**config.mk**
```make
export PLATFORM = sky130hd
export DESIGN_NAME = yuv_luma_curve_pixel_core
export DESIGN_NICKNAME = d
export VERILOG_FILES = /design/src/rtl/ylc_pkg.sv /design/src/rtl/ylc_fwd_stage.sv /design/src/rtl/ylc_curve_store.sv /design/src/rtl/ylc_inv_stage.sv /design/src/rtl/yuv_luma_curve_pixel_core.sv
export SDC_FILE = /design/constraint.sdc
export NUM_CORES = 2
export LEC_CHECK = 0
export ABC_CLOCK_PERIOD_IN_PS = 8500
export BUFFER_PORTS_ARGS = -buffer_cell sky130_fd_sc_hd__buf_2
export CAP_MARGIN = 20
export CORE_MARGIN = 8
export CORE_UTILIZATION = 35
export DETAILED_ROUTE_END_ITERATION = 6
export SLEW_MARGIN = 20
export SYNTH_ARGS = -nofsm -noshare
export SYNTH_HDL_FRONTEND = slang
export SYNTH_SLANG_ARGS = --single-unit
export TNS_END_PERCENT = 20
```
**constraint.sdc**
```tcl
create_clock -name aclk -period 8.5 [get_ports aclk]
set_input_delay 0.425 -clock aclk [delete_from_list [all_inputs] [get_ports aclk]]
set_output_delay 0.425 -clock aclk [all_outputs]
set_load 0.01 [all_outputs]
```
**src/rtl/ylc_pkg.sv**
```systemverilog
// Package for the luma-curve pixel core: stage payload types and the
// BT.601 integer coefficients. No dependencies.
`default_nettype none

package ylc_pkg;

    // Width of the signed accumulators used by both color transforms.
    localparam int SUM_W = 19;

    // Forward transform coefficients.
    localparam logic signed [SUM_W-1:0] K_YR = 19'sd66;
    localparam logic signed [SUM_W-1:0] K_YG = 19'sd129;
    localparam logic signed [SUM_W-1:0] K_YB = 19'sd25;
    localparam logic signed [SUM_W-1:0] K_UR = -19'sd38;
    localparam logic signed [SUM_W-1:0] K_UG = -19'sd74;
    localparam logic signed [SUM_W-1:0] K_UB = 19'sd112;
    localparam logic signed [SUM_W-1:0] K_VR = 19'sd112;
    localparam logic signed [SUM_W-1:0] K_VG = -19'sd94;
    localparam logic signed [SUM_W-1:0] K_VB = -19'sd18;

    // Inverse transform coefficients.
    localparam logic signed [SUM_W-1:0] K_C  = 19'sd298;
    localparam logic signed [SUM_W-1:0] K_RE = 19'sd409;
    localparam logic signed [SUM_W-1:0] K_GD = -19'sd100;
    localparam logic signed [SUM_W-1:0] K_GE = -19'sd208;
    localparam logic signed [SUM_W-1:0] K_BD = 19'sd516;

    // Rounding term added before every shift by eight.
    localparam logic signed [SUM_W-1:0] K_RND = 19'sd128;

    // Luma offset added after the forward transform and removed before the inverse one.
    localparam logic signed [9:0] LUMA_OFS = 10'sd16;
    localparam logic [7:0] Y_OFS = 8'd16;

    // Action codes of an input beat.
    localparam logic ACT_PIXEL = 1'b0;
    localparam logic ACT_LOAD  = 1'b1;

    // Payload leaving the forward transform stage.
    typedef struct packed {
        logic       action;
        logic [7:0] luma;
        logic [7:0] d;      // U - 128, two's complement
        logic [7:0] e;      // V - 128, two's complement
        logic [7:0] curve_index;
        logic [7:0] curve_value;
        logic       last;
    } fwd_t;

    // Payload leaving the curve lookup stage (pixels only).
    typedef struct packed {
        logic [7:0] curve_data;
        logic       hit;    // entry has been written since reset
        logic [7:0] luma;
        logic [7:0] d;
        logic [7:0] e;
        logic       last;
    } lut_t;

endpackage

`default_nettype wire

```
**src/rtl/ylc_fwd_stage.sv**
```systemverilog
// Forward RGB to Y'UV stage of the luma-curve pixel core, one register stage.
// Depends on ylc_pkg.
`default_nettype none

module ylc_fwd_stage import ylc_pkg::*; (
    input  wire logic       aclk,
    input  wire logic       aresetn,
    input  wire logic       in_valid,
    output logic            in_ready,
    input  wire logic       action,
    input  wire logic [7:0] red,
    input  wire logic [7:0] green,
    input  wire logic [7:0] blue,
    input  wire logic [7:0] curve_index,
    input  wire logic [7:0] curve_value,
    input  wire logic       last_pixel,
    output logic            out_valid,
    input  wire logic       out_ready,
    output fwd_t            out_data
);

    logic signed [SUM_W-1:0] r_w, g_w, b_w;
    logic signed [SUM_W-1:0] y_sum, u_sum, v_sum;
    logic                    valid_reg;
    fwd_t                    data_reg;
    fwd_t                    data_next;

    // The stage takes a beat whenever its register is empty or draining.
    assign in_ready = !valid_reg || out_ready;

    // Weighted sums; the shift by eight is a bit select (floor for negatives).
    always_comb begin
        r_w   = {11'b0, red};
        g_w   = {11'b0, green};
        b_w   = {11'b0, blue};
        y_sum = K_YR * r_w + K_YG * g_w + K_YB * b_w + K_RND;
        u_sum = K_UR * r_w + K_UG * g_w + K_UB * b_w + K_RND;
        v_sum = K_VR * r_w + K_VG * g_w + K_VB * b_w + K_RND;

        data_next.action      = action;
        data_next.luma        = y_sum[15:8] + Y_OFS;
        data_next.d           = u_sum[15:8];
        data_next.e           = v_sum[15:8];
        data_next.curve_index = curve_index;
        data_next.curve_value = curve_value;
        data_next.last        = last_pixel;
    end

    // Stage register.
    always_ff @(posedge aclk) begin
        if (!aresetn) begin
            valid_reg <= 1'b0;
        end else if (in_ready) begin
            valid_reg <= in_valid;
        end
    end

    always_ff @(posedge aclk) begin
        if (in_ready && in_valid) begin
            data_reg <= data_next;
        end
    end

    assign out_valid = valid_reg;
    assign out_data  = data_reg;

endmodule

`default_nettype wire

```
**src/rtl/ylc_curve_store.sv**
```systemverilog
// Luminance curve memory with per-entry written flags and the lookup stage.
// Depends on ylc_pkg.
`default_nettype none

module ylc_curve_store import ylc_pkg::*; (
    input  wire logic aclk,
    input  wire logic aresetn,
    input  wire logic in_valid,
    output logic      in_ready,
    input  wire fwd_t in_data,
    output logic      out_valid,
    input  wire logic out_ready,
    output lut_t      out_data
);

    logic [7:0]   curve_mem [256];
    logic [255:0] written_reg;
    logic         valid_reg;
    lut_t         data_reg;
    logic         adv;
    logic         is_load;

    assign in_ready = !valid_reg || out_ready;
    assign adv      = in_valid && in_ready;
    assign is_load  = (in_data.action == ACT_LOAD);

    // Load beats write the memory; pixel beats read it. Both happen as the
    // beat passes this stage, so accesses stay in arrival order. The pixel
    // side-band fields travel with the read data.
    always_ff @(posedge aclk) begin
        if (adv) begin
            if (is_load) begin
                curve_mem[in_data.curve_index] <= in_data.curve_value;
            end else begin
                data_reg.curve_data <= curve_mem[in_data.luma];
                data_reg.hit        <= written_reg[in_data.luma];
                data_reg.luma       <= in_data.luma;
                data_reg.d          <= in_data.d;
                data_reg.e          <= in_data.e;
                data_reg.last       <= in_data.last;
            end
        end
    end

    // Written flags: an unwritten entry reads as its own index.
    always_ff @(posedge aclk) begin
        if (!aresetn) begin
            written_reg <= '0;
        end else if (adv && is_load) begin
            written_reg[in_data.curve_index] <= 1'b1;
        end
    end

    // Load beats end here and leave no result.
    always_ff @(posedge aclk) begin
        if (!aresetn) begin
            valid_reg <= 1'b0;
        end else if (in_ready) begin
            valid_reg <= in_valid && !is_load;
        end
    end

    assign out_valid = valid_reg;
    assign out_data  = data_reg;

endmodule

`default_nettype wire

```
**src/rtl/ylc_inv_stage.sv**
```systemverilog
// Inverse Y'UV to RGB transform: an accumulate stage and a clamp/output stage.
// Depends on ylc_pkg.
`default_nettype none

module ylc_inv_stage import ylc_pkg::*; (
    input  wire logic       aclk,
    input  wire logic       aresetn,
    input  wire logic       in_valid,
    output logic            in_ready,
    input  wire lut_t       in_data,
    output logic            out_valid,
    input  wire logic       out_ready,
    output logic [7:0]      red,
    output logic [7:0]      green,
    output logic [7:0]      blue,
    output logic            last
);

    logic [7:0]              luma_sel;
    logic signed [9:0]       c_narrow;
    logic signed [SUM_W-1:0] c_w, d_w, e_w;
    logic signed [SUM_W-1:0] r_sum_next, g_sum_next, b_sum_next;
    logic signed [SUM_W-1:0] r_sum_reg, g_sum_reg, b_sum_reg;
    logic                    last_acc_reg;
    logic                    acc_valid_reg;
    logic                    acc_ready;
    logic                    out_valid_reg;
    logic [7:0]              red_reg, green_reg, blue_reg;
    logic                    last_reg;
    logic [7:0]              red_next, green_next, blue_next;

    // Floor shift by eight, then clamp to 0..255.
    function automatic logic [7:0] clamp_shift(input logic signed [SUM_W-1:0] s);
        logic [10:0] q;
        q = s[18:8];
        if (q[10]) begin
            clamp_shift = 8'd0;
        end else if (|q[9:8]) begin
            clamp_shift = 8'd255;
        end else begin
            clamp_shift = q[7:0];
        end
    endfunction

    assign acc_ready = !out_valid_reg || out_ready;
    assign in_ready  = !acc_valid_reg || acc_ready;

    // Pick the remapped luma and form the three weighted sums.
    always_comb begin
        luma_sel   = in_data.hit ? in_data.curve_data : in_data.luma;
        c_narrow   = $signed({2'b00, luma_sel}) - LUMA_OFS;
        c_w        = SUM_W'(c_narrow);
        d_w        = SUM_W'($signed(in_data.d));
        e_w        = SUM_W'($signed(in_data.e));
        r_sum_next = K_C * c_w + K_RE * e_w + K_RND;
        g_sum_next = K_C * c_w + K_GD * d_w + K_GE * e_w + K_RND;
        b_sum_next = K_C * c_w + K_BD * d_w + K_RND;
    end

    // Accumulate stage.
    always_ff @(posedge aclk) begin
        if (!aresetn) begin
            acc_valid_reg <= 1'b0;
        end else if (in_ready) begin
            acc_valid_reg <= in_valid;
        end
    end

    always_ff @(posedge aclk) begin
        if (in_ready && in_valid) begin
            r_sum_reg    <= r_sum_next;
            g_sum_reg    <= g_sum_next;
            b_sum_reg    <= b_sum_next;
            last_acc_reg <= in_data.last;
        end
    end

    // Clamp and output register.
    always_comb begin
        red_next   = clamp_shift(r_sum_reg);
        green_next = clamp_shift(g_sum_reg);
        blue_next  = clamp_shift(b_sum_reg);
    end

    always_ff @(posedge aclk) begin
        if (!aresetn) begin
            out_valid_reg <= 1'b0;
        end else if (acc_ready) begin
            out_valid_reg <= acc_valid_reg;
        end
    end

    always_ff @(posedge aclk) begin
        if (acc_ready && acc_valid_reg) begin
            red_reg   <= red_next;
            green_reg <= green_next;
            blue_reg  <= blue_next;
            last_reg  <= last_acc_reg;
        end
    end

    assign out_valid = out_valid_reg;
    assign red       = red_reg;
    assign green     = green_reg;
    assign blue      = blue_reg;
    assign last      = last_reg;

endmodule

`default_nettype wire

```
**src/rtl/yuv_luma_curve_pixel_core.sv**
```systemverilog
// Top level of the luma-curve pixel core: RGB -> Y'UV -> curve -> RGB.
// Depends on ylc_pkg, ylc_fwd_stage, ylc_curve_store and ylc_inv_stage.
//
//   Channel | Direction | Ports
//   --------+-----------+---------------------------------------------------
//   s_      | in        | s_valid/s_ready, action, RGB, curve entry, last flag
//   m_      | out       | m_valid/m_ready, remapped RGB, last flag
//
// One beat enters per cycle unless m_ready stalls the output; a pixel passes
// through the four register stages (forward transform,
// curve memory read, inverse accumulate, clamp/output). Load beats write the
// curve as they pass the memory stage and produce nothing. Reset empties the
// stages and clears the written flags, so the curve reads as identity at once.
// Each stage holds its beat while the next one is full, so bubbles close up.
`default_nettype none

module yuv_luma_curve_pixel_core import ylc_pkg::*; (
    input  wire logic       aclk,
    input  wire logic       aresetn,
    input  wire logic       s_valid,
    output logic            s_ready,
    input  wire logic       s_action,
    input  wire logic [7:0] s_red_in,
    input  wire logic [7:0] s_green_in,
    input  wire logic [7:0] s_blue_in,
    input  wire logic [7:0] s_curve_index,
    input  wire logic [7:0] s_curve_value,
    input  wire logic       s_last_pixel,
    output logic            m_valid,
    input  wire logic       m_ready,
    output logic [7:0]      m_red_out,
    output logic [7:0]      m_green_out,
    output logic [7:0]      m_blue_out,
    output logic            m_last_out
);

    logic fwd_valid, fwd_ready;
    fwd_t fwd_data;
    logic lut_valid, lut_ready;
    lut_t lut_data;

    // Forward transform.
    ylc_fwd_stage u_fwd (
        .aclk        (aclk),
        .aresetn     (aresetn),
        .in_valid    (s_valid),
        .in_ready    (s_ready),
        .action      (s_action),
        .red         (s_red_in),
        .green       (s_green_in),
        .blue        (s_blue_in),
        .curve_index (s_curve_index),
        .curve_value (s_curve_value),
        .last_pixel  (s_last_pixel),
        .out_valid   (fwd_valid),
        .out_ready   (fwd_ready),
        .out_data    (fwd_data)
    );

    // Curve memory and lookup.
    ylc_curve_store u_store (
        .aclk      (aclk),
        .aresetn   (aresetn),
        .in_valid  (fwd_valid),
        .in_ready  (fwd_ready),
        .in_data   (fwd_data),
        .out_valid (lut_valid),
        .out_ready (lut_ready),
        .out_data  (lut_data)
    );

    // Inverse transform and output register.
    ylc_inv_stage u_inv (
        .aclk      (aclk),
        .aresetn   (aresetn),
        .in_valid  (lut_valid),
        .in_ready  (lut_ready),
        .in_data   (lut_data),
        .out_valid (m_valid),
        .out_ready (m_ready),
        .red       (m_red_out),
        .green     (m_green_out),
        .blue      (m_blue_out),
        .last      (m_last_out)
    );

endmodule

`default_nettype wire

```
==> results.md <==
* Slew @ Worst Pin at 1120 ps
* Initial antenna violation count at 7
* Critical path arrival at 8330 ps
* Final core occ at 39.7%
* TritonCTS clock tree: yes
* Internal cell power at 29.2 mW
* Startpoint types: flop
* Clock share of power at 25.1%
* Top-area cell type share of the netlist area at 60.8%
* DR vias/cell at 5.18
* Finished Cell Area at 0.122 mm2
* Die H at 571 um
* Clock skew at 110 ps
* Root Buffer: clkbuf_16
* CTS max path bufs at 4
* Detail Route Antenna Nets at 0
* Layout Nets at 6705
* Ys async rst share at 0%
* WS Path Type: flop to flop
* Mapped Cells at 5795
* Synth cell types at 59
* Largest net degree at the start of global routing at 181
* Total wire length at 253000 um
* Clk slew on worst S/H paths at 70 ps
* Unrepaired setup endpoints after global routing: no
* Vias at 53200
* Dpl hpwl at 162000 um
* Synthesized area per cell at 18.6 um2
* Postcts setup bufs at 0
* Synth top area cells: edfxtp_1 61%, mux4_2 16%, ha_1 6.2%
* Die Width at 571 um
* Fin. max-slew vios at 0
* Max-slew headroom at 24.9%
* Routed len/inst at 24.6 um
* Crit path capture type: flop
* Final hold vios at 0
* Pwr dens at 365 mW/mm2
* Pre-CTS setup slack at 783 ps
* H-Tree Depth at 4
* Number of synthesized flops with an enable pin at 2183
* Hold/Removal Path Class: primary input to flop
* Yosys Warn Count at 0
* Leak pwr at 41.4 nW
* Critical-path maximum fanout at 10
* Top cell type by total area after synthesis: edfxtp_1
* Total CTS buffers at 242
* DRC Markers at 0
* Minimum clock period at 7770 ps
* GPL Wtd Cong at 0.795
* Proportion of layout cells with a drive suffix above 1 at 21.4%
* Reg power frac at 32.1%
* Die area at 0.326 mm2
* Pre-Repair DR Iteration Count at 5
* Worst path required time at 9060 ps
* Switching share of power at 34.2%
* FMAX at 129 MHz
* Sink Count at 2443
* Max FFs per register at 2048
* Sw Pwr at 15.2 mW
* Fin worst setup slack at 735 ps
* Post-route setup TNS at 0 ps
* Row cnt at 203
* Max VDD drop at 0.546 mV
* Post-Synthesis Cell Area at 0.108 mm2
* Synth Register Bits at 2443
* Count of final setup violators at 0
* Core Area at 0.306 mm2
* Overall routing resource usage at 15.3%
* Syn Nets at 6532
* Status: finished clean
* Initial Util at 35.2%
* Global-route congestion overflow total at 0
* Initial drt markers at 5018
* Seq/Total Area, Yosys at 65.7%
* Fin crit share at 91.4%
* Vias in the first global route at 55200
* Cell area after placement at 0.113 mm2
* Layout area overhead at 12.8%
* IO Port Bufs at 72
* Top_reg_cell synth: edfxtp_1
* Max Cap Viol at 0
* First-pass GRT wire length at 375000 um
* WHS at 8.32 ps
* Logic pwr share at 42.8%
* Worst-Skew Late Latency at 900 ps
* Io pins at 73
==> power groups by stage <==
| stage | clock network [mW] | logic, mW | registers [mW] |
|---|---|---|---|
| 6_report | 11.1 | 19.0 | 14.2 |
| 4_1_cts | 11.3 | 19.3 | 14.2 |
| 5_1_grt | 11.8 | 20.9 | 14.2 |
| 3_3_place_gp | 0 | 19.0 | 14.5 |
| 3_5_place_dp | 0 | 19.2 | 14.5 |
| 2_1_floorplan | 0 | 13.6 | 14.5 |
==> final timing paths <==
| check | slack [ps] | end | from | cells after the start |
|---|---|---|---|---|
| hold reg to reg | 390 | u_store.out_data[8] | u_fwd.out_data[24] | 0 |
| setup / recovery | 730 | u_inv.g_sum_reg[18] | u_store.out_data[25] | 24 |
| hold / removal | 8 | u_store.written_reg[101] | aresetn | 2 |
| setup reg to reg | 730 | u_inv.g_sum_reg[18] | u_store.out_data[25] | 24 |
==> routing by layer <==
layer | track usage, % | wire length [um] | vias up
met5 | 0 | 0 | -
met4 | 3.62 | 5840 | 0
met3 | 2.20 | 14000 | 316
met2 | 25.3 | 123000 | 1407
met1 | 21.3 | 111000 | 28300
li1 | - | - | 23200
==> stage by stage <==
stage / total power [mW] / cells
6_report: 44.3 / 10300
3_3_place_gp: 33.5 / 9802
5_1_grt: 46.9 / 10300
3_5_place_dp: 33.7 / 9803
2_1_floorplan: 28.2 / 5795
4_1_cts: 44.9 / 10300
==> cell usage after synthesis, types with 5 or more instances <==
library cell     n
a2111oi_0        6
mux2_2           5
mux4_2         756
a21o_1          28
o211ai_1         8
o21a_1         270
and3_1          11
ha_1           533
nor2_1         389
a31oi_1         12
nor3_1          27
mux2i_1          5
xor2_1          37
a21oi_1         79
nand3_1         22
inv_1          378
or2_2            6
fa_1           158
xnor2_1        118
clkbuf_1       154
a21boi_0         8
nand4_1          7
a22oi_1         18
o21ai_0         45
dfxtp_1        260
nand2b_1        14
nor2b_1         26
nand2_1         71
buf_2           63
o21bai_1        26
edfxtp_1      2183
buf_1           20
==> cells by family (layout without fill, tap and decap cells) <==
| logic type | after synthesis | count (layout) | share of synthesized area (%) |
|---|---|---|---|
| flip-flops | 2443 | 2443 | 65.7 |
| multiplexers | 766 | 766 | 15.9 |
| adder cells (fa/ha/maj) | 692 | 692 | 9.13 |
| buffers and inverters | 617 | 993 | 2.23 |
| AND/OR/NAND/NOR | 596 | 596 | 2.35 |
| AO/OA/AOI/OAI | 524 | 524 | 3.40 |
| XOR/XNOR | 157 | 157 | 1.30 |
| other | 0 | 2 | 0 |
==> cell usage in the layout (no fill, tap or decap), types with 18 or more instances in the layout <==
cell and count:
clkbuf_8 29, o21a_1 270, dfxtp_1 260, xnor2_1 118, edfxtp_1 2183, clkbuf_16 244
dlygate4sd3_1 20, nand2_1 71, nor2b_1 25, buf_2 71, clkinv_2 43, o21bai_1 26
a21oi_1 79, mux4_2 756, xor2_1 37, clkbuf_1 42, buf_4 59, fa_1 158
nand3_1 18, nor2_1 382, a22oi_1 18, clkinv_1 23, o21ai_0 45, a21o_1 28
nor3_1 27, ha_1 533, inv_1 378, bufinv_16 35
==> worst max-delay path, cell delays in order (launching register included) <==
cell	delay [ps]
edfxtp_1	620
mux2i_1	540
ha_1	320
inv_1	130
ha_1	280
ha_1	280
inv_1	50
fa_1	510
inv_1	60
fa_1	400
fa_1	490
ha_1	340
a21o_1	180
a21oi_1	220
o21bai_1	90
a21oi_1	230
o21bai_1	110
a21oi_1	270
xnor2_1	330
fa_1	500
ha_1	290
ha_1	210
o41ai_1	670
o21ai_0	240
xnor2_1	160
==> area by class of cell <==
| type | count | area (um2) |
|---|---|---|
| Inverter | 378 | 1420 |
| Tap cell | 4100 | 5130 |
| Antenna cell | 2 | 5.00 |
| Sequential cell | 2443 | 70800 |
| Clock inverter | 132 | 1630 |
| Timing Repair Buffer | 168 | 1330 |
| Multi-Input combinational cell | 2735 | 34600 |
| Fill cell | 27300 | 184000 |
| Clock buffer | 315 | 6660 |
==> what timing repair did <==
item / in CTS / in global routing
gates resized for setup: 0 / 0
endpoints found under the hold margin: 20 / 0
hold buffers: 20 / 0
endpoints found under the setup margin: 0 / 0
Note: power is estimated with default switching activity, not from simulation.
